<file path="src/rtl/core/tbm_pkg.sv">
`timescale 1ns / 1ps
// ----------------------------------------------------------------------------
// tbm_pkg
// Shared types, constants and helpers of the triple-buffer manager.
// ----------------------------------------------------------------------------

package tbm_pkg;

	localparam int CHANNELS_PER_DIRECTION = 32;
	localparam int TABLE_DEPTH            = 2 * CHANNELS_PER_DIRECTION;
	localparam int TIDX_W                 = (TABLE_DEPTH > 1) ? $clog2(TABLE_DEPTH) : 1;

	localparam int CFG_IDX_W  = 1;
	localparam int CFG_DATA_W = 16;
	localparam int ADDR_W     = 18;

	// register indexes
	localparam logic [CFG_IDX_W-1:0] REG_COPY_SIZE = 1'd0;
	localparam logic [CFG_IDX_W-1:0] REG_HEADER    = 1'd1;

	// operation codes
	localparam logic [1:0] FUNC_SETUP    = 2'd0;
	localparam logic [1:0] FUNC_RX_WRITE = 2'd1;
	localparam logic [1:0] FUNC_TX_READ  = 2'd2;

	// initial buffer roles after setup
	localparam logic [1:0] BUF_READ_INIT  = 2'd0;
	localparam logic [1:0] BUF_WRITE_INIT = 2'd1;
	localparam logic [1:0] BUF_CLEAN_INIT = 2'd2;

	localparam logic [15:0] TOTAL_MAX = 16'hFFFF;

	typedef struct packed {
		logic [15:0] offset;
		logic [1:0]  rd;
		logic [1:0]  wr;
		logic [1:0]  cl;
		logic        flag;
	} entry_t;

	typedef struct packed {
		logic [1:0]        buffer_index;
		logic [ADDR_W-1:0] byte_address;
		logic [15:0]       channel_offset;
		logic [15:0]       running_total;
		logic              fresh_data;
	} result_t;

	// header + idx * copy + offset, modulo 2^18
	function automatic logic [ADDR_W-1:0] buf_addr(
		input logic [1:0]  idx,
		input logic [15:0] off,
		input logic [15:0] copy_size,
		input logic [11:0] header
	);
		logic [ADDR_W-1:0] prod;
		prod = (idx[1] ? {1'b0, copy_size, 1'b0} : '0)
			+ (idx[0] ? {2'b00, copy_size} : '0);
		return prod + {6'd0, header} + {2'b00, off};
	endfunction

endpackage

</file>
<file path="src/rtl/core/tbm_entry_update.sv">
`timescale 1ns / 1ps
// ----------------------------------------------------------------------------
// tbm_entry_update
// Next table entry, next running total and result for one transaction.
// ----------------------------------------------------------------------------

module tbm_entry_update (
	input  logic [1:0]       func,
	input  logic             active,
	input  tbm_pkg::entry_t  entry_in,
	input  logic [15:0]      acc,
	input  logic [15:0]      channel_size,
	input  logic [15:0]      copy_size,
	input  logic [11:0]      header,
	output tbm_pkg::entry_t  entry_out,
	output logic [15:0]      acc_next,
	output tbm_pkg::result_t res
);

	logic [16:0] sum;
	logic [1:0]  tx_idx;

	assign sum    = {1'b0, acc} + {1'b0, channel_size};
	assign tx_idx = entry_in.flag ? entry_in.cl : entry_in.rd;

	always_comb begin
		entry_out = entry_in;
		acc_next  = acc;
		res       = '0;
		res.running_total = acc;
		if (active) begin
			case (func)
				tbm_pkg::FUNC_SETUP: begin
					entry_out.offset = acc;
					entry_out.rd     = tbm_pkg::BUF_READ_INIT;
					entry_out.wr     = tbm_pkg::BUF_WRITE_INIT;
					entry_out.cl     = tbm_pkg::BUF_CLEAN_INIT;
					entry_out.flag   = 1'b0;
					acc_next = sum[16] ? tbm_pkg::TOTAL_MAX : sum[15:0];
					res.channel_offset = acc;
					res.running_total  = acc_next;
				end
				tbm_pkg::FUNC_RX_WRITE: begin
					// report the write buffer, then hand it over as clean
					res.buffer_index   = entry_in.wr;
					res.channel_offset = entry_in.offset;
					res.byte_address   = tbm_pkg::buf_addr(entry_in.wr, entry_in.offset,
						copy_size, header);
					entry_out.wr   = entry_in.cl;
					entry_out.cl   = entry_in.wr;
					entry_out.flag = 1'b1;
				end
				tbm_pkg::FUNC_TX_READ: begin
					// pick up the clean buffer first when new data is pending
					if (entry_in.flag) begin
						entry_out.rd   = entry_in.cl;
						entry_out.cl   = entry_in.rd;
						entry_out.flag = 1'b0;
					end
					res.fresh_data     = entry_in.flag;
					res.buffer_index   = tx_idx;
					res.channel_offset = entry_in.offset;
					res.byte_address   = tbm_pkg::buf_addr(tx_idx, entry_in.offset,
						copy_size, header);
				end
				default: begin
				end
			endcase
		end
	end

endmodule

</file>
<file path="src/rtl/core/multichannel_triple_buffer_manager.sv">
`timescale 1ns / 1ps
// ----------------------------------------------------------------------------
// multichannel_triple_buffer_manager
// Per-channel triple-buffer index table for receive and transmit channels.
// ----------------------------------------------------------------------------
//
//  channel   signals                                         direction
//  -------   ---------------------------------------------   ---------
//  cfg       cfg_we, cfg_index, cfg_data                     in
//  in        in_valid/in_stall, func, is_transmit,           in
//            channel, channel_size
//  out       out_valid/out_stall, buffer_index,              out
//            byte_address, channel_offset, running_total,
//            fresh_data
//
//  one transaction per cycle while in_stall is low; a result passes the stage-1 and
//  output registers; the channel table read is registered at accept; the entry update
//  and address sum run in stage 1, with a bypass for back-to-back hits on one entry
//  reset clears the running total, the registers and the pipeline; table
//  entries are undefined until set up
//  in_stall rises only when the output register is full and stalled
//

module multichannel_triple_buffer_manager (
	input  logic                           clk,
	input  logic                           arst_n,
	input  logic                           cfg_we,
	input  logic [tbm_pkg::CFG_IDX_W-1:0]  cfg_index,
	input  logic [tbm_pkg::CFG_DATA_W-1:0] cfg_data,
	input  logic                           in_valid,
	output logic                           in_stall,
	input  logic [1:0]                     func,
	input  logic                           is_transmit,
	input  logic [4:0]                     channel,
	input  logic [15:0]                    channel_size,
	output logic                           out_valid,
	input  logic                           out_stall,
	output logic [1:0]                     buffer_index,
	output logic [tbm_pkg::ADDR_W-1:0]     byte_address,
	output logic [15:0]                    channel_offset,
	output logic [15:0]                    running_total,
	output logic                           fresh_data
);

	logic [15:0] copy_size_q;
	logic [11:0] header_q;
	logic [15:0] acc_q;

	tbm_pkg::entry_t table_mem [tbm_pkg::TABLE_DEPTH];

	logic                        s1_valid_q;
	logic [1:0]                  func_s1;
	logic                        active_s1;
	logic [tbm_pkg::TIDX_W-1:0]  tidx_s1;
	logic [15:0]                 size_s1;
	tbm_pkg::entry_t             rd_s1;
	logic                        byp_hit_s1;
	tbm_pkg::entry_t             byp_data_s1;

	logic             out_valid_q;
	tbm_pkg::result_t res_q;

	logic                       in_fire;
	logic                       s1_adv;
	logic                       in_dir;
	logic                       in_active;
	logic [tbm_pkg::TIDX_W-1:0] in_tidx;
	logic                       wr_en;
	tbm_pkg::entry_t            entry_cur;
	tbm_pkg::entry_t            entry_new;
	logic [15:0]                acc_next;
	tbm_pkg::result_t           res_d;

	assign s1_adv   = !out_valid_q || !out_stall;
	assign in_stall = s1_valid_q && !s1_adv;
	assign in_fire  = in_valid && !in_stall;

	// setup names its direction, the other operations imply it
	assign in_dir    = (func == tbm_pkg::FUNC_SETUP) ? is_transmit
		: (func == tbm_pkg::FUNC_TX_READ);
	assign in_tidx   = in_dir
		? tbm_pkg::TIDX_W'(tbm_pkg::CHANNELS_PER_DIRECTION) + tbm_pkg::TIDX_W'(channel)
		: tbm_pkg::TIDX_W'(channel);
	assign in_active = (func == tbm_pkg::FUNC_SETUP || func == tbm_pkg::FUNC_RX_WRITE
		|| func == tbm_pkg::FUNC_TX_READ)
		&& (32'(channel) < tbm_pkg::CHANNELS_PER_DIRECTION);

	assign wr_en     = s1_valid_q && s1_adv && active_s1;
	assign entry_cur = byp_hit_s1 ? byp_data_s1 : rd_s1;

	tbm_entry_update u_update (
		.func         (func_s1),
		.active       (active_s1),
		.entry_in     (entry_cur),
		.acc          (acc_q),
		.channel_size (size_s1),
		.copy_size    (copy_size_q),
		.header       (header_q),
		.entry_out    (entry_new),
		.acc_next     (acc_next),
		.res          (res_d)
	);

	always_ff @(posedge clk or negedge arst_n) begin
		if (!arst_n) begin
			copy_size_q <= '0;
			header_q    <= '0;
		end else if (cfg_we) begin
			case (cfg_index)
				tbm_pkg::REG_COPY_SIZE: copy_size_q <= cfg_data;
				tbm_pkg::REG_HEADER:    header_q    <= cfg_data[11:0];
				default: begin
				end
			endcase
		end
	end

	always_ff @(posedge clk or negedge arst_n) begin
		if (!arst_n) begin
			acc_q       <= '0;
			s1_valid_q  <= 1'b0;
			out_valid_q <= 1'b0;
		end else begin
			if (s1_valid_q && s1_adv) begin
				acc_q <= acc_next;
			end
			if (in_fire) begin
				s1_valid_q <= 1'b1;
			end else if (s1_adv) begin
				s1_valid_q <= 1'b0;
			end
			if (s1_adv) begin
				out_valid_q <= s1_valid_q;
			end
		end
	end

	// table memory: registered read at accept, write when an active stage-1 transaction retires
	always_ff @(posedge clk) begin
		if (in_fire) begin
			rd_s1 <= table_mem[in_tidx];
		end
		if (wr_en) begin
			table_mem[tidx_s1] <= entry_new;
		end
	end

	always_ff @(posedge clk) begin
		if (in_fire) begin
			func_s1     <= func;
			active_s1   <= in_active;
			tidx_s1     <= in_tidx;
			size_s1     <= channel_size;
			// the retiring transaction writes the same entry this edge
			byp_hit_s1  <= wr_en && (tidx_s1 == in_tidx);
			byp_data_s1 <= entry_new;
		end
		if (s1_valid_q && s1_adv) begin
			res_q <= res_d;
		end
	end

	assign out_valid      = out_valid_q;
	assign buffer_index   = res_q.buffer_index;
	assign byte_address   = res_q.byte_address;
	assign channel_offset = res_q.channel_offset;
	assign running_total  = res_q.running_total;
	assign fresh_data     = res_q.fresh_data;

endmodule
</file>
<file path="config.mk">
export PLATFORM = sky130hd
export DESIGN_NAME = multichannel_triple_buffer_manager
export DESIGN_NICKNAME = d
export VERILOG_FILES = /design/src/rtl/core/tbm_pkg.sv /design/src/rtl/core/tbm_entry_update.sv /design/src/rtl/core/multichannel_triple_buffer_manager.sv
export SDC_FILE = /design/constraint.sdc
export NUM_CORES = 2
export LEC_CHECK = 0
export BUFFER_PORTS_ARGS = -buffer_cell sky130_fd_sc_hd__buf_2
export CAP_MARGIN = 10
export CORE_MARGIN = 2
export CORE_UTILIZATION = 31
export DETAILED_ROUTE_END_ITERATION = 6
export HOLD_SLACK_MARGIN = 0.06
export PLACE_DENSITY = 0.57
export SYNTH_ARGS = -nofsm -noshare
export SYNTH_HDL_FRONTEND = slang
export SYNTH_SLANG_ARGS = --single-unit
</file>
<file path="constraint.sdc">
create_clock -name clk -period 4.72 [get_ports clk]
set_clock_uncertainty 0.05 [all_clocks]
set_input_delay 0.236 -clock clk [delete_from_list [all_inputs] [get_ports clk]]
set_output_delay 0.236 -clock clk [all_outputs]
set_load 0.01 [all_outputs]
</file>
==> results.md <==
* Status: complete, no violations
* Root Buffer: clkbuf_16
* Top post-synthesis cells by area: edfxtp_1, mux4_2, dfrtp_1, fa_1, ha_1
* Max Clock Freq at 220 MHz
* Final hold slack at 113 ps
* Critical Path Start Type: flip-flop
* Slew @ Worst Pin at 1170 ps
* Syn nets at 3473
* Top-area cell type share of the netlist area at 0.716
* Synth area leader: edfxtp_1
* First-pass GRT wire length at 252 mm
* Slew Viols, Final at 0
* Post-DRT Antenna Nets at 0
* Internal at 0.0266 W
* Clock Latency Late Sink at 800 ps
* Port Buffers at 100
* Worst path required time at 5190 ps
* Largest net degree at the start of global routing at 66
* Pre-CTS setup slack at -208 ps
* Io pins at 101
* Distinct cells, synth at 55
* Tot GR Track Use at 0.158
* DR DRC count at 0
* Row Count at 170
* Overflow after GRT at 0
* Pwr per Cell Area at 462 nW/um2
* P_leak at 25.3 nW
* #FFs+latches synth at 1643
* Sequential power share at 0.472
* Post-synthesis sequential area ratio at 0.733
* Ys async rst share at 0.0280
* Mapped Cells at 3310
* Primary FF master, synth: edfxtp_1
* Layout Area Growth over Synthesis at 17.0%
* Tightest Hold Check Type: input pin to flip-flop
* Peak VDD IR at 0.000305 V
* Number of synthesis warnings at 0
* Post-layout min period at 4540 ps
* Die Area at 220000 um2
* H-Tree Depth at 4
* Number of max-cap violations at 0
* Reg area at 49100 um2
* Initial antenna violation count at 5
* TritonCTS Buffers at 171
* Die W at 469 um
* Final hold vios at 0
* Clk slew on worst S/H paths at 60 ps
* Final worst slack at 184 ps
* Comb pwr share at 0.170
* DR vias/cell at 5.15
* Share of layout cells above drive strength 1 at 0.287
* Via count at 34200
* Crit Path Max Fanout at 5
* Switch share at 0.264
* Fillers at 19500
* Initial drt markers at 3773
* Switching pwr at 0.00956 W
* Clock Power Share at 0.357
* GPL Wtd Cong at 0.838
* Final #Nets at 3829
* Worst setup path class: flip-flop to flip-flop
* Multi-input combinational cell area at 17200 um2
* Vias in the first global route at 34900
* Post-synth EDFFs at 1597
* CTS sink count at 1643
* Area of the core at 215000 um2
* CTS tree: done
* Synth Cell Area at 66900 um2
* Final Cycle Share at 0.961
* Max-Slew Margin vs Limit at 0.222
* Arrival @ worst endpoint at 5010 ps
* Initial Utilization at 0.312
* Buffer depth of the longest clock path at 3
* Drt pass-1 iters at 6
* Drt wl/cell at 26.2 um
* Detailed-route wire length at 174 mm
* Post-DP HPWL at 104 mm
* Mapped Avg Cell Area at 20.2 um2
* Die Height at 469 um
* Final setup violation count at 0
* Worst setup EP type: flip-flop
[per-layer routing]
layer  wire length [um]  up-vias  part of all wire  track usage
li1                   -    14200                 -            -
met1              77000    18500              0.44        0.225
met2              83600     1182              0.48        0.253
met3               9890      238             0.057       0.0219
met4               3650        0             0.021       0.0413
met5                  0        -                 0            0
[critical path: stages (launching register included)]
cell and delay, ps:
edfxtp_1 330, buf_6 130, buf_6 130, mux2_2 350, and2_1 180, fa_1 530, inv_1 80, fa_1 510
inv_1 50, ha_1 210, fa_2 440, a211oi_2 250, o21ai_0 160, a21oi_1 210, o21ai_1 130, a31oi_1 250
xor2_1 190, o22ai_1 100
[cell usage after synthesis, drive strengths merged (4+ instances only)]
cell	count
a211o	12
a211oi	33
a21o	11
a21oi	101
a22oi	28
and2	58
and3	5
buf	75
clkbuf	85
dfrtp	46
edfxtp	1597
fa	57
ha	60
inv	112
mux2	33
mux2i	52
mux4	414
nand2	57
nand2b	22
nand3	15
nand3b	7
nand4	4
nor2	149
nor2b	25
nor3	19
nor3b	12
o211ai	4
o21a	12
o21ai	48
o221ai	11
o22a	24
o22ai	45
o31ai	5
or2	4
xnor2	32
xor2	12
[registers in the layout, summed over array words and instances (netlist names), 6 cells and up]
| signal | flops |
|---|---|
| acc_q | 16 |
| byp_data_s1 | 23 |
| byte_address | 18 |
| channel_offset | 16 |
| copy_size_q | 16 |
| header_q | 12 |
| rd_s1 | 23 |
| running_total | 16 |
| size_s1 | 16 |
| table_mem | 1472 |
| tidx_s1 | 6 |
[path summary, 6_finish.rpt]
path | from | to | slack (ps) | depth (start not counted)
worst max-delay path | byp_hit_s1 | byte_address[16] | 180 | 17
worst min-delay path | channel_size[15] | size_s1[15] | 110 | 2
worst max register to register | byp_hit_s1 | byte_address[16] | 180 | 17
worst min register to register | s1_valid_q | out_valid | 460 | 1
max in group asynchronous | arst_n | header_q[8] | 3530 | 4
min in group asynchronous | arst_n | acc_q[10] | 630 | 4
[cell families (layout without fill, tap and decap cells)]
family,count (synthesis),in the layout,share of synthesized area
AND/OR/NAND/NOR,384,384,0.0281
AO/OA/AOI/OAI,351,351,0.0340
adder cells (fa/ha/maj),117,117,0.0283
buffers and inverters,272,761,0.0178
multiplexers,499,499,0.153
XOR/XNOR,44,44,0.00576
flip-flops,1643,1643,0.733
other,0,1,0
[power groups by stage]
stage          Sequential, W  Clock [W]  Combinational, W
2_1_floorplan         0.0174          0           0.00381
3_3_place_gp          0.0174          0           0.00580
3_5_place_dp          0.0174          0           0.00587
4_1_cts               0.0171     0.0132           0.00601
5_1_grt               0.0171     0.0137           0.00677
6_report              0.0171     0.0129           0.00616
[stage by stage]
stage                util  power [W]  area [um2]  TNS, ps  cells
floorplan               -     0.0212       67000        0   3310
global placement    0.337     0.0232       72300    -60.5   6271
detailed placement  0.337     0.0233       72300     -393   6271
CTS                 0.364     0.0363       78200        0   6636
global route        0.365     0.0376       78400    -6.15   6637
finish              0.365     0.0362       78400        0   6638
[final cells by class]
class,count,share of cell area
clock inverter,98,0.0109
sequential,1643,0.627
clock buffer,208,0.0572
tap,2838,0.0453
antenna,1,0.0000319
timing repair buffer,343,0.0346
inverter,112,0.00537
multi-input combinational,1395,0.220
[placed cells by master (no fill, tap or decap), types with 33 or more instances in the layout]
cell and n:
edfxtp_1 1597, mux4_2 414, clkbuf_16 173, buf_4 170, inv_1 112, buf_2 96
nor2_1 81, a21oi_1 81, nor2_2 65, nand2_1 56, ha_1 56, fa_1 55
and2_1 54, dlygate4sd3_1 54, mux2i_1 49, dfrtp_1 46, o22ai_1 44, clkinv_1 40
clkbuf_1 33
[timing repair]
item	CTS	global route
setup buffers	5	1
hold buffers	54	0
setup endpoints to repair	4	8
resized for setup	8	26
endpoints found under the hold margin	138	0
pin swaps	2	6
No activity file was read; power rests on OpenSTA's default activity.
